File: config.mk
export PLATFORM = sky130hd
export DESIGN_NAME = sum_checked_frame_receiver
export DESIGN_NICKNAME = d
export VERILOG_FILES = /design/src/sv/scfr_pkg.sv /design/src/sv/sum_checked_frame_receiver.sv /design/src/sv/scfr_front.sv /design/src/sv/scfr_queue.sv /design/src/sv/scfr_back.sv
export VERILOG_INCLUDE_DIRS = /design/src /design/src/sv
export SDC_FILE = /design/constraint.sdc
export NUM_CORES = 1
export LEC_CHECK = 0
export BUFFER_PORTS_ARGS = -buffer_cell sky130_fd_sc_hd__buf_2
export CAP_MARGIN = 20
export CELL_PAD_IN_SITES_DETAIL_PLACEMENT = 0
export CELL_PAD_IN_SITES_GLOBAL_PLACEMENT = 1
export CORE_ASPECT_RATIO = 0.6
export CORE_MARGIN = 3
export CORE_UTILIZATION = 30
export DETAILED_ROUTE_END_ITERATION = 6
export PLACE_DENSITY_LB_ADDON = 0.15
export REMOVE_ABC_BUFFERS = 1
export SKIP_LAST_GASP = 1
export SYNTH_ARGS = -nofsm -noshare
export SYNTH_HDL_FRONTEND = slang
export SYNTH_SLANG_ARGS = --single-unit
File: constraint.sdc
create_clock -name i_clk -period 6.3 [get_ports i_clk]
set_input_delay 0 -clock i_clk [delete_from_list [all_inputs] [get_ports i_clk]]
set_output_delay 0 -clock i_clk [all_outputs]
set_load 0.02 [all_outputs]
File: src/sv/sum_checked_frame_receiver_defines.svh
// Assertion macros for the sum-checked frame receiver.
// Included by the top level; uses its i_clk and i_rst_n.
`ifndef SUM_CHECKED_FRAME_RECEIVER_DEFINES_SVH
`define SUM_CHECKED_FRAME_RECEIVER_DEFINES_SVH

// Condition that must hold at every clock edge out of reset
`define SCFR_ASSERT_ALWAYS(label, cond) \
    label: assert property (@(posedge i_clk) disable iff (!i_rst_n) (cond)) \
        else $error("scfr check failed");

// Implication checked at every clock edge out of reset
`define SCFR_ASSERT_IMPL(label, ante, cons) \
    label: assert property (@(posedge i_clk) disable iff (!i_rst_n) (ante) |-> (cons)) \
        else $error("scfr check failed");

`endif

File: src/sv/scfr_pkg.sv
// Shared types and constants of the sum-checked frame receiver.
// No dependencies.
`timescale 1ns / 1ps

package scfr_pkg;

    localparam logic [7:0] HEADER_BYTE = 8'hFF;
    localparam logic [7:0] MIN_LENGTH  = 8'd7;

    // Frame classification codes
    localparam logic [2:0] KIND_ANSWER = 3'd0;
    localparam logic [2:0] KIND_REPORT = 3'd1;
    localparam logic [2:0] KIND_ERROR  = 3'd2;
    localparam logic [2:0] KIND_OTHER  = 3'd3;
    localparam logic [2:0] KIND_BADSUM = 3'd4;
    localparam logic [2:0] KIND_SHORT  = 3'd5;

    // Configuration register indexes
    localparam logic [1:0] CFG_ANSWER = 2'd0;
    localparam logic [1:0] CFG_REPORT = 2'd1;
    localparam logic [1:0] CFG_ERROR  = 2'd2;

    // Reset values of the configuration registers
    localparam logic [7:0] ANSWER_RESET = 8'd2;
    localparam logic [7:0] REPORT_RESET = 8'd3;
    localparam logic [7:0] ERROR_RESET  = 8'd4;

    // Parsed frame handed from the parser to the classifier
    typedef struct packed {
        logic        short_frame;
        logic        sum_ok;
        logic [7:0]  command;
        logic [7:0]  func;
        logic [31:0] data;
    } t_frame_rec;

    // Command codes in use
    typedef struct packed {
        logic [7:0] answer;
        logic [7:0] report;
        logic [7:0] error;
    } t_codes;

    // Queue status
    typedef struct packed {
        logic full;
        logic empty;
    } t_q_status;

endpackage

File: src/sv/sum_checked_frame_receiver.sv
// Sum-checked frame receiver: one received byte per cycle, one result per frame.
// A frame result enters the queue at the edge that takes the checksum byte (or a
// short length byte) and moves on into the output register once that is free or taken.
// Throughput: one byte per cycle; input stalls only while two frame results wait
// in the queue and fill it.
// Reset (synchronous, active low) restarts the header hunt, empties the queue and
// restores the command codes to 2, 3 and 4.
`timescale 1ns / 1ps
`include "sum_checked_frame_receiver_defines.svh"

module sum_checked_frame_receiver (
    input  logic        i_clk,
    input  logic        i_rst_n,
    input  logic        i_cfg_we,
    input  logic [1:0]  i_cfg_idx,
    input  logic [7:0]  i_cfg_data,
    input  logic        i_valid,
    output logic        o_stall,
    input  logic [7:0]  i_rx_byte,
    output logic        o_valid,
    input  logic        i_stall,
    output logic [2:0]  o_frame_kind,
    output logic [7:0]  o_command_byte,
    output logic [7:0]  o_function_byte,
    output logic [31:0] o_data_word
);

    scfr_pkg::t_codes     r_codes;
    scfr_pkg::t_frame_rec w_front_rec, w_q_rec;
    scfr_pkg::t_q_status  w_q_status;
    logic                 w_take, w_push, w_pop;

    // Hold off the link while the queue is full
    assign o_stall = w_q_status.full;
    assign w_take  = i_valid && !o_stall;

    // Write command code registers
    always_ff @(posedge i_clk) begin
        if (!i_rst_n) begin
            r_codes.answer <= scfr_pkg::ANSWER_RESET;
            r_codes.report <= scfr_pkg::REPORT_RESET;
            r_codes.error  <= scfr_pkg::ERROR_RESET;
        end else if (i_cfg_we) begin
            case (i_cfg_idx)
                scfr_pkg::CFG_ANSWER: r_codes.answer <= i_cfg_data;
                scfr_pkg::CFG_REPORT: r_codes.report <= i_cfg_data;
                scfr_pkg::CFG_ERROR:  r_codes.error  <= i_cfg_data;
                default:              r_codes        <= r_codes;
            endcase
        end
    end

    scfr_front u_front (
        .i_clk   (i_clk),
        .i_rst_n (i_rst_n),
        .i_take  (w_take),
        .i_byte  (i_rx_byte),
        .o_push  (w_push),
        .o_rec   (w_front_rec)
    );

    scfr_queue u_queue (
        .i_clk    (i_clk),
        .i_rst_n  (i_rst_n),
        .i_push   (w_push),
        .i_rec    (w_front_rec),
        .i_pop    (w_pop),
        .o_rec    (w_q_rec),
        .o_status (w_q_status)
    );

    scfr_back u_back (
        .i_clk           (i_clk),
        .i_rst_n         (i_rst_n),
        .i_codes         (r_codes),
        .i_q_empty       (w_q_status.empty),
        .i_rec           (w_q_rec),
        .o_pop           (w_pop),
        .i_stall         (i_stall),
        .o_valid         (o_valid),
        .o_frame_kind    (o_frame_kind),
        .o_command_byte  (o_command_byte),
        .o_function_byte (o_function_byte),
        .o_data_word     (o_data_word)
    );

    // Checks
    `SCFR_ASSERT_ALWAYS(a_q_full_empty, !(w_q_status.full && w_q_status.empty))
    `SCFR_ASSERT_IMPL(a_push_room, w_push, !w_q_status.full)
    `SCFR_ASSERT_IMPL(a_rise_from_queue, $rose(o_valid), $past(!w_q_status.empty))
    `SCFR_ASSERT_IMPL(a_pop_nonempty, w_pop, !w_q_status.empty)

endmodule

File: src/sv/scfr_front.sv
// Byte parser: header hunt, length, running sum and field capture.
// Depends on scfr_pkg; pushes one frame record per finished frame.
`timescale 1ns / 1ps

module scfr_front (
    input  logic                 i_clk,
    input  logic                 i_rst_n,
    input  logic                 i_take,
    input  logic [7:0]           i_byte,
    output logic                 o_push,
    output scfr_pkg::t_frame_rec o_rec
);

    typedef enum logic [1:0] {
        S_HUNT1,
        S_HUNT2,
        S_LEN,
        S_BODY
    } t_state;

    t_state      r_state, n_state;
    logic [7:0]  r_remaining, n_remaining;
    logic [7:0]  r_position, n_position;
    logic [7:0]  r_sum, n_sum;
    logic [7:0]  r_cmd, n_cmd;
    logic [7:0]  r_fun, n_fun;
    logic [31:0] r_data, n_data;
    logic [7:0]  w_pos_inc;

    assign w_pos_inc = r_position + 8'd1;

    // Parse one byte per accepted transaction
    always_comb begin
        n_state     = r_state;
        n_remaining = r_remaining;
        n_position  = r_position;
        n_sum       = r_sum;
        n_cmd       = r_cmd;
        n_fun       = r_fun;
        n_data      = r_data;
        o_push      = 1'b0;
        o_rec       = '{short_frame: 1'b0, sum_ok: (i_byte == r_sum),
                        command: r_cmd, func: r_fun, data: r_data};
        if (i_take) begin
            case (r_state)
                S_HUNT1: begin
                    if (i_byte == scfr_pkg::HEADER_BYTE) n_state = S_HUNT2;
                end
                S_HUNT2: begin
                    n_state = (i_byte == scfr_pkg::HEADER_BYTE) ? S_LEN : S_HUNT1;
                end
                S_LEN: begin
                    n_remaining = i_byte;
                    n_position  = 8'd0;
                    n_sum       = i_byte;
                    n_cmd       = 8'd0;
                    n_fun       = 8'd0;
                    n_data      = 32'd0;
                    if (i_byte < scfr_pkg::MIN_LENGTH) begin
                        // too short: report at once and resume the hunt
                        n_state     = S_HUNT1;
                        n_remaining = 8'd0;
                        o_push      = 1'b1;
                        o_rec       = '{short_frame: 1'b1, sum_ok: 1'b0,
                                        command: 8'd0, func: 8'd0, data: 32'd0};
                    end else begin
                        n_state = S_BODY;
                    end
                end
                S_BODY: begin
                    n_position = w_pos_inc;
                    if (r_remaining <= 8'd1) begin
                        // checksum byte closes the frame
                        n_remaining = 8'd0;
                        n_state     = S_HUNT1;
                        o_push      = 1'b1;
                    end else begin
                        n_remaining = r_remaining - 8'd1;
                        n_sum       = r_sum + i_byte;
                        case (w_pos_inc)
                            8'd1:    n_cmd          = i_byte;
                            8'd2:    n_fun          = i_byte;
                            8'd3:    n_data[7:0]    = i_byte;
                            8'd4:    n_data[15:8]   = i_byte;
                            8'd5:    n_data[23:16]  = i_byte;
                            8'd6:    n_data[31:24]  = i_byte;
                            default: n_data         = r_data;
                        endcase
                    end
                end
                default: n_state = S_HUNT1;
            endcase
        end
    end

    // Hold parser state
    always_ff @(posedge i_clk) begin
        if (!i_rst_n) begin
            r_state     <= S_HUNT1;
            r_remaining <= 8'd0;
            r_position  <= 8'd0;
            r_sum       <= 8'd0;
            r_cmd       <= 8'd0;
            r_fun       <= 8'd0;
            r_data      <= 32'd0;
        end else begin
            r_state     <= n_state;
            r_remaining <= n_remaining;
            r_position  <= n_position;
            r_sum       <= n_sum;
            r_cmd       <= n_cmd;
            r_fun       <= n_fun;
            r_data      <= n_data;
        end
    end

endmodule

File: src/sv/scfr_queue.sv
// Two-entry queue of frame records between parser and classifier.
// Depends on scfr_pkg.
`timescale 1ns / 1ps

module scfr_queue (
    input  logic                  i_clk,
    input  logic                  i_rst_n,
    input  logic                  i_push,
    input  scfr_pkg::t_frame_rec  i_rec,
    input  logic                  i_pop,
    output scfr_pkg::t_frame_rec  o_rec,
    output scfr_pkg::t_q_status   o_status
);

    scfr_pkg::t_frame_rec r_mem [2];
    logic                 r_wr_ptr, r_rd_ptr;
    logic [1:0]           r_count;
    logic                 w_push, w_pop;

    assign o_status.full  = (r_count == 2'd2);
    assign o_status.empty = (r_count == 2'd0);
    assign w_push         = i_push && !o_status.full;
    assign w_pop          = i_pop && !o_status.empty;
    assign o_rec          = r_mem[r_rd_ptr];

    // Store entries
    always_ff @(posedge i_clk) begin
        if (w_push) r_mem[r_wr_ptr] <= i_rec;
    end

    // Advance pointers and count
    always_ff @(posedge i_clk) begin
        if (!i_rst_n) begin
            r_wr_ptr <= 1'b0;
            r_rd_ptr <= 1'b0;
            r_count  <= 2'd0;
        end else begin
            if (w_push) r_wr_ptr <= !r_wr_ptr;
            if (w_pop)  r_rd_ptr <= !r_rd_ptr;
            case ({w_push, w_pop})
                2'b10:   r_count <= r_count + 2'd1;
                2'b01:   r_count <= r_count - 2'd1;
                default: r_count <= r_count;
            endcase
        end
    end

endmodule

File: src/sv/scfr_back.sv
// Classifier: turns a frame record into a result in the output register.
// Depends on scfr_pkg.
`timescale 1ns / 1ps

module scfr_back (
    input  logic                 i_clk,
    input  logic                 i_rst_n,
    input  scfr_pkg::t_codes     i_codes,
    input  logic                 i_q_empty,
    input  scfr_pkg::t_frame_rec i_rec,
    output logic                 o_pop,
    input  logic                 i_stall,
    output logic                 o_valid,
    output logic [2:0]           o_frame_kind,
    output logic [7:0]           o_command_byte,
    output logic [7:0]           o_function_byte,
    output logic [31:0]          o_data_word
);

    logic       r_valid;
    logic [2:0] r_kind;
    logic [7:0] r_cmd, r_fun;
    logic [31:0] r_data;
    logic [2:0] w_kind;

    // Load the output register when it is empty or being taken
    assign o_pop = !i_q_empty && (!r_valid || !i_stall);

    // Classify; answer beats report beats error
    always_comb begin
        if (i_rec.short_frame)                       w_kind = scfr_pkg::KIND_SHORT;
        else if (!i_rec.sum_ok)                      w_kind = scfr_pkg::KIND_BADSUM;
        else if (i_rec.command == i_codes.answer)    w_kind = scfr_pkg::KIND_ANSWER;
        else if (i_rec.command == i_codes.report)    w_kind = scfr_pkg::KIND_REPORT;
        else if (i_rec.command == i_codes.error)     w_kind = scfr_pkg::KIND_ERROR;
        else                                         w_kind = scfr_pkg::KIND_OTHER;
    end

    // Hold valid flag
    always_ff @(posedge i_clk) begin
        if (!i_rst_n) begin
            r_valid <= 1'b0;
        end else if (o_pop) begin
            r_valid <= 1'b1;
        end else if (!i_stall) begin
            r_valid <= 1'b0;
        end
    end

    // Hold result payload
    always_ff @(posedge i_clk) begin
        if (o_pop) begin
            r_kind <= w_kind;
            r_cmd  <= i_rec.command;
            r_fun  <= i_rec.func;
            r_data <= i_rec.data;
        end
    end

    assign o_valid         = r_valid;
    assign o_frame_kind    = r_kind;
    assign o_command_byte  = r_cmd;
    assign o_function_byte = r_fun;
    assign o_data_word     = r_data;

endmodule

==> run metrics, run 1 <==
Max Fclk 0.295 GHz; power share of the combinational group 12.2%; largest net degree at the start of global routing 82; Seq pwr share 49.4%; Finished Cell Area 12700 sq um; Slew Viols, Final 0; Worst setup SP type register; Placed Area 11600 sq um; Synth area leader edfxtp_1; post-synthesis adder-cell area fraction 1.93%; Worst Max-Slew Pin Slew 0.915 ns; FF-to-FF setup slack 2.91 ns; clk root buf clkbuf_16; total negative slack 0 ns; end of the worst register-to-register path u_queue.r_mem[0][39]; Rel. slew slack 38.9%; share of the synthesized area in the top cell type 42.2%; Setup WS post-layout 2.91 ns; Net Switching 0.000968 W; met2 GRT Util 18.2%; final wirelength 23900 um; DRC viols 0; CTS resizes 0; Area Growth Syn to Fin 18.1%; row cnt 52; Hold Path End r_codes[2]; Top Usage Layer GRT met1; via count 6443; Buffers on Ports 75; GP Congestion 0.755; ANT nets after route 0; H-tree depth 1; CP Class reg2reg; Seq/Total Area, Yosys 61.6%; drt pass-1 iters 5; Die W 250 um; HP Class in2reg; vias in the first global route 6550; Die Ht 153 um; post-CTS setup buffers 0; WP data arrival 3.60 ns; final worst path period share 53.8%; unique cell type count in the Yosys netlist 58; compound-gate portion of the synthesized area 5.93%; cts-stage hold buffer count 28; Syn Area/Cell 12.8 sq um; global-route wire length before repair 38300 um; nets 979; DR vias/cell 4.54; number of fill cells 3405; Final Hold Fails 0; Tot Pwr 0.00383 W; Post-Route Skew 0.00928 ns; CTS tree done; share of cells above drive strength 1 19.1%; Period minus WS final 3.39 ns; Post-Synth XOR/XNOR Area 3.10%; core area 34500 sq um; largest family of logic cells by synthesized area simple AND/OR/NAND/NOR gates; Die Area 38200 sq um; n_diodes 0; worst slack, placed 2.88 ns; met1 Use GR 19.4%; I/O pin count 76; Iteration-0 DRC Markers 325; Crit. End Element register; Mapped Cells 841; overall global routing resource usage 12.6%; hold depth 4; hpwl dp 15100 um; met3 Resource Use GR 2.32%; simple-gate share of the synthesized area 13.2%; DR WL/cell 16.8 um; top cells by area, synth edfxtp_1 42%, dfxtp_1 19%, mux2i_1 7.6%, nor2b_1 4.7%, mux2_2 4.2%; r2r startpoint u_front.r_state[0]; Primary FF master, synth edfxtp_1; CP Max Fanout 28; Post-synth EDFFs 151; min-delay src i_cfg_data[2]; clk buf depth 3; mux contribution to synthesized area 11.8%; LEAKAGE 4.55 nW; Internal 0.00286 W; antenna violations before repair 0; clock-pin slew on the worst setup and hold paths 0.06 ns; max cap viols 0; Inserted Clock Buffers 26; Required @ worst endpoint 6.51 ns; outcome completed; Worst IR Drop VDD 0.000202 V; CTS Sinks 255; RSZ-0062 raised after global routing no; initial core utilization 31.2%; asr flop ratio synth 0%; clock power share 38.4%; Ys Warns 0; gr ovfl total 0; clk_lat worst skew 0.54 ns; switching share of power 25.3%; Seq cells post-synth 255; R2R cell count 5; Power Density 302 nW/um^2; Post-Syn Area 10700 sq um; Final setup viols 0
cell type report:
cell class / count / area, sq um / area share, %
Clock buffer: 34 / 681 / 5.36
Clock inverter: 14 / 114 / 0.897
Inverter: 21 / 78.8 / 0.621
Multi-Input combinational cell: 523 / 3890 / 30.7
Sequential cell: 255 / 6620 / 52.1
Tap cell: 459 / 574 / 4.53
Timing Repair Buffer: 113 / 733 / 5.78
cells in the mapped netlist, types with 6 or more instances:
cell type	instances
buf_2	6
dfxtp_1	104
nand2b_1	6
nor3b_1	7
o211a_1	7
nand4_1	6
mux2i_1	82
inv_1	21
a21oi_1	14
nor2_1	18
ha_1	15
nand2_1	80
mux2_2	40
and3_1	6
edfxtp_1	151
and2_1	7
nand3_1	23
o21ai_0	25
clkbuf_1	28
xor2_1	17
nor3_1	8
a21boi_0	6
nor2b_1	81
xnor2_1	16
placed cells by master, fill, tap and decap left out, types with 17 or more instances in the layout:
cell type | netlist | routed
dlygate4sd3_1 | 0 | 28
nand2_1 | 80 | 80
buf_2 | 6 | 74
xor2_1 | 17 | 17
nand3_1 | 23 | 23
nor2b_1 | 81 | 80
mux2_2 | 40 | 40
inv_1 | 21 | 21
mux2i_1 | 82 | 82
edfxtp_1 | 151 | 151
dfxtp_1 | 104 | 103
clkbuf_16 | 0 | 26
nor2_1 | 18 | 17
o21ai_0 | 25 | 25
logic make-up after synthesis:
group / Yosys count
xor gates and xnor gates: 35
buffers and inverters: 63
DFF: 255
and+or+nand+nor: 264
adders and majority gates: 16
AOI/OAI and AO/OA: 86
muxes: 122
how the worst max path moves through the flow:
stage                             startpoint                    to  slack, ns  depth (start not counted)
after floorplan           u_queue.r_count[0]   u_queue.r_mem[1][0]       1.13                          5
after global placement    u_front.r_state[0]   u_queue.r_mem[0][7]       3.02                          5
after detailed placement  u_front.r_state[0]   u_queue.r_mem[0][7]       2.88                          5
after CTS                 u_front.r_state[0]  u_queue.r_mem[0][39]       2.87                          5
after global routing      u_front.r_state[0]  u_queue.r_mem[0][39]       2.54                          5
final                     u_front.r_state[0]  u_queue.r_mem[0][39]       2.91                          5
worst max-delay path, cell delays in order (launching register included):
cell     delay (ns)
dfxtp_1        0.56
nand2_1        0.40
nor2_1         0.52
a21oi_1        0.34
nor2_4         0.77
buf_4          0.44
power by group through the flow:
| stage | sequential (W) | combinational [W] | clock, W |
|---|---|---|---|
| 3_5_place_dp | 0.00193 | 0.000467 | 0 |
| 4_1_cts | 0.00190 | 0.000483 | 0.00153 |
| 5_1_grt | 0.00190 | 0.000516 | 0.00160 |
| 3_3_place_gp | 0.00193 | 0.000473 | 0 |
| 2_1_floorplan | 0.00201 | 0.000237 | 0 |
| 6_report | 0.00189 | 0.000466 | 0.00147 |
state kept, by name, indices dropped and copies added, names as in the netlist, 24 cells and up, named ones only:
register / count
u_queue.r_mem: 100
u_back.o_data_word: 32
u_front.r_data: 32
r_codes: 24
stage by stage:
stage,util [%],hold WS (ns),std cells
final,36.8,0.249,1419
after global routing,36.8,0.266,1419
after CTS,36.8,0.219,1418
after detailed placement,33.7,0.264,1342
after global placement,33.7,0.255,1342
after floorplan,-,0.0619,799
routing by layer:
layer,vias to the layer above,part of all wire (%)
met5,-,0
met4,0,1.9
met3,34,3.1
met2,82,41
met1,3119,54
li1,3208,-
No activity file was read; power rests on OpenSTA's default activity.
==> inputs of run 2 (changes only) <==
- clock period: 6.3 -> 2.86 ns (I/O delays scaled with it)
==> run metrics, run 2 (synthesis results as in run 1) <==
post-CTS setup buffers 0; most common cell after layout, fill and taps aside edfxtp_1; WP data arrival 2.97 ns; max reg flops 100; final worst path period share 87.8%; Required @ worst endpoint 3.32 ns; via count 6482; clock power share 41.0%; RSZ-0062 raised after global routing no; n_diodes 0; I/O pin count 76; CTS resizes 0; Period minus WS final 2.51 ns; clk root buf clkbuf_16; Post-Route Skew 0.00889 ns; GP Congestion 0.771; core area 34500 sq um; Buffers on Ports 75; Die Ht 153 um; clk buf depth 3; antenna violations before repair 0; Max Fclk 0.398 GHz; power share of the combinational group 12.0%; DRC viols 0; Final setup viols 0; Die Area 38200 sq um; Net Switching 0.00215 W; nets 983; total negative slack 0 ns; clock-pin slew on the worst setup and hold paths 0.06 ns; Rel. slew slack 55.1%; drt pass-1 iters 6; share of cells above drive strength 1 21.2%; clk_lat worst skew 0.54 ns; highest-count cells in the layout ignoring fill and taps 151 x edfxtp_1, 103 x dfxtp_1, 82 x mux2i_1; final wirelength 24200 um; Worst IR Drop VDD 0.000391 V; Iteration-0 DRC Markers 343; cts-stage hold buffer count 21; initial core utilization 31.2%; Worst Max-Slew Pin Slew 0.672 ns; outcome completed; global-route wire length before repair 38800 um; DR vias/cell 4.56; Crit. End Element register; Seq pwr share 47.1%; worst slack, placed 0.310 ns; vias in the first global route 6567; hpwl dp 15700 um; Setup WS post-layout 0.349 ns; LEAKAGE 4.65 nW; CP Max Fanout 9; gr ovfl total 0; switching share of power 24.3%; largest net degree at the start of global routing 53; max cap viols 0; Inserted Clock Buffers 26; DR WL/cell 17.0 um; CTS tree done; Power Density 687 nW/um^2; CP Class reg2reg; CTS Sinks 255; Internal 0.00669 W; Most flops, register u_queue.r_mem; Area Growth Syn to Fin 19.8%; Die W 250 um; ANT nets after route 0; Final Hold Fails 0; Slew Viols, Final 0; overall global routing resource usage 12.8%; H-tree depth 1; Finished Core Util 37.3%; HP Class in2reg; Tot Pwr 0.00884 W; row cnt 52; Worst setup SP type register
==> run 2: cell types whose count changed in the layout (fill, tap and decap cells not counted) <==
cell           previous run  this run
clkbuf_1                  8         1
clkinv_2                  4         6
clkinvlp_4                2         0
a21boi_0                  5         6
bufinv_16                 1         4
clkinv_4                  1         2
clkinv_1                  4         1
buf_12                    0         3
clkbuf_8                  0         4
dlygate4sd3_1            28        21
a21boi_1                  1         0
buf_4                    11        19
inv_8                     0         1
clkinvlp_2                0         1
==> run 2: area by class of cell <==
type | instances | area [sq um]
sequential | 255 | 6620
clock inverter | 17 | 213
inverter | 21 | 78.8
fill | 3382 | 21600
clock buffer | 31 | 709
tap | 459 | 574
multi-input combinational | 523 | 3890
timing repair buffer | 117 | 783
==> run 2: stage by stage <==
| step | hold WS [ns] | area (sq um) | instances |
|---|---|---|---|
| detailed placement | 0.258 | 11700 | 1354 |
| finish | 0.0444 | 12900 | 1423 |
| CTS | 0.00760 | 12900 | 1423 |
| floorplan | 0.0619 | 10600 | 799 |
| global route | 0.0544 | 12900 | 1423 |
| global placement | 0.259 | 11700 | 1354 |
==> run 2: power groups by stage <==
stage	logic (W)	clock network [W]	registers, W
2_1_floorplan	0.000521	0	0.00442
3_3_place_gp	0.00108	0	0.00424
3_5_place_dp	0.00107	0	0.00424
4_1_cts	0.00110	0.00375	0.00416
5_1_grt	0.00117	0.00392	0.00417
6_report	0.00106	0.00362	0.00416
==> run 2: final timing paths <==
kind,from,endpoint,slack [ns],cells after the start
setup / recovery,u_front.r_position[0],u_front.r_fun[7],0.35,7
hold / removal,i_cfg_idx[1],r_codes[16],0.04,5
setup reg to reg,u_front.r_position[0],u_front.r_fun[7],0.35,7
hold reg to reg,u_front.r_cmd[0],u_front.r_cmd[0],0.45,2
==> run 2: metal layers <==
metal / wire [um] / GRT usage (%)
met5: 0 / 0
met4: 301 / 2.03
met3: 952 / 2.73
met2: 9780 / 18.2
met1: 13200 / 19.9
==> run 2: worst max-delay path, stage by stage (launching register included) <==
cell     delay [ns]
dfxtp_1        0.49
ha_1           0.36
and3_2         0.26
nand3_1        0.09
o31ai_2        0.10
nand3_4        0.22
o31ai_4        0.66
mux2i_1        0.25
==> inputs of run 3 (changes only) <==
- BUFFER_PORTS_ARGS: -buffer_cell sky130_fd_sc_hd__buf_2 -> -buffer_cell sky130_fd_sc_hd__buf_4
==> run metrics, run 3 (synthesis results as in run 1) <==
outcome completed; core area 34500 sq um; clk_lat worst skew 0.54 ns; R2R cell count 7; largest net degree at the start of global routing 53; Buffers on Ports 75; DR vias/cell 4.53; CTS Sinks 255; clock-pin slew on the worst setup and hold paths 0.07 ns; crit-path cells ha_1 > and3_2 > nand3_1 > o31ai_2 > nand3_4 > o31ai_4 > mux2i_1; clk root buf clkbuf_16; H-tree depth 1; highest-count cells in the layout ignoring fill and taps 151 x edfxtp_1, 103 x dfxtp_1, 95 x buf_4; hold depth 4; Slew Viols, Final 0; GP Congestion 0.780; overall global routing resource usage 12.8%; ANT nets after route 0; hpwl dp 16200 um; sequential cell area 6620 sq um; antenna violations before repair 1; Finished Cell Area 13000 sq um; CP Class reg2reg; max cap viols 0; Multi-input gate area 3890 sq um; Worst setup SP type register; WP data arrival 2.91 ns; Finished Core Util 37.6%; via count 6447; Required @ worst endpoint 3.32 ns; Min Hold Slack 0.243 ns; number of fill cells 3405; HP Class in2reg; cts-stage hold buffer count 21; n_diodes 0; Post-Route Skew 0.0171 ns; row cnt 52; global-route wire length before repair 39000 um; r2r startpoint u_front.r_position[0]; Iteration-0 DRC Markers 365; DR WL/cell 17.0 um; gr ovfl total 0; initial core utilization 31.2%; Die W 250 um; DRC viols 0; Final setup viols 0; Worst Max-Slew Pin Slew 0.789 ns; most common cell after layout, fill and taps aside edfxtp_1; CTS resizes 0; drt pass-1 iters 4; Worst IR Drop VDD 0.000377 V; Hold Path End r_codes[8]; Largest delay share family, worst path compound AO/OA/AOI/OAI gates; Placed Area 11900 sq um; I/O pin count 76; max reg flops 100; share of cells above drive strength 1 20.5%; Period minus WS final 2.45 ns; worst path bufs/invs 0; min-delay src i_cfg_data[0]; LEAKAGE 4.67 nW; end of the worst register-to-register path u_front.r_data[12]; clk buf depth 3; Max Fclk 0.408 GHz; Inserted Clock Buffers 26; Power Density 661 nW/um^2; CP Max Fanout 9; RSZ-0062 raised after global routing no; Critical-path top delay cell o31ai_4; Crit. End Element register; Die Ht 153 um; Rel. slew slack 47.4%; CTS tree done; final wirelength 24300 um; nets 984; Most flops, register u_queue.r_mem; Die Area 38200 sq um; Final Hold Fails 0; FF-to-FF setup slack 0.41 ns; crit-path max cell delay 0.62 ns; post-CTS setup buffers 0; vias in the first global route 6649; final worst path period share 85.6%; Area Growth Syn to Fin 20.6%
[run 3: cell count changes in the layout (fill, tap and decap cells not counted), moves of 2 or more]
cell / previous run / this run
clkbuf_1: 1 / 3
buf_4: 19 / 95
bufinv_16: 4 / 2
clkinv_1: 1 / 6
clkbuf_8: 4 / 1
buf_2: 74 / 0
[run 3: worst max-delay path by stage]
stage / start / to / slack [ns] / cells after the start
2_1_floorplan: u_queue.r_count[0] / u_queue.r_mem[1][0] / -2.31 / 5
4_1_cts: u_front.r_position[0] / u_front.r_data[15] / 0.38 / 7
6_report: u_front.r_position[0] / u_front.r_data[12] / 0.41 / 7
3_3_place_gp: u_front.r_position[0] / u_front.r_data[14] / 0.46 / 7
5_1_grt: u_front.r_position[0] / u_front.r_fun[4] / 0.20 / 7
3_5_place_dp: u_front.r_position[0] / u_front.r_data[14] / 0.38 / 7
[run 3: stage by stage]
step / setup TNS (ns) / setup slack (ns) / power (W) / instances
CTS: 0 / 0.380 / 0.00874 / 1424
detailed placement: 0 / 0.378 / 0.00535 / 1355
global route: 0 / 0.203 / 0.00898 / 1424
finish: 0 / 0.412 / 0.00856 / 1424
floorplan: -262.48 / -2.31 / 0.00494 / 799
global placement: 0 / 0.455 / 0.00536 / 1355
[run 3: final cells by class]
type / instances / area share, %
sequential: 255 / 51.1
tap: 459 / 4.43
timing repair buffer: 118 / 7.44
clock inverter: 18 / 1.16
inverter: 21 / 0.609
clock buffer: 30 / 5.22
multi-input combinational: 523 / 30.0
[run 3: routing by layer]
metal  part of all wire [%]  track usage, %  vias up
met3                    3.7            2.42       22
met2                     41            17.7       89
li1                       -               -     3218
met1                     54            20.3     3118
met5                      0               0        -
met4                    1.4            2.74        0
[run 3: power breakdown]
| group | switching (W) | leakage, nW | total (W) | internal (W) |
|---|---|---|---|---|
| Combinational | 0.000610 | 2.10 | 0.00110 | 0.000491 |
| Sequential | 0.0000679 | 2.17 | 0.00417 | 0.00410 |
| Clock | 0.00142 | 0.404 | 0.00330 | 0.00188 |
| Total | 0.00210 | 4.67 | 0.00856 | 0.00647 |
[run 3: worst register-to-register path, delay by kind of cell, from the launching register on]
kind,cells,cell delay [ns]
AOI/OAI and AO/OA,2,0.72
and+or+nand+nor,3,0.57
DFF,1,0.47
adders and majority gates,1,0.36
muxes,1,0.26
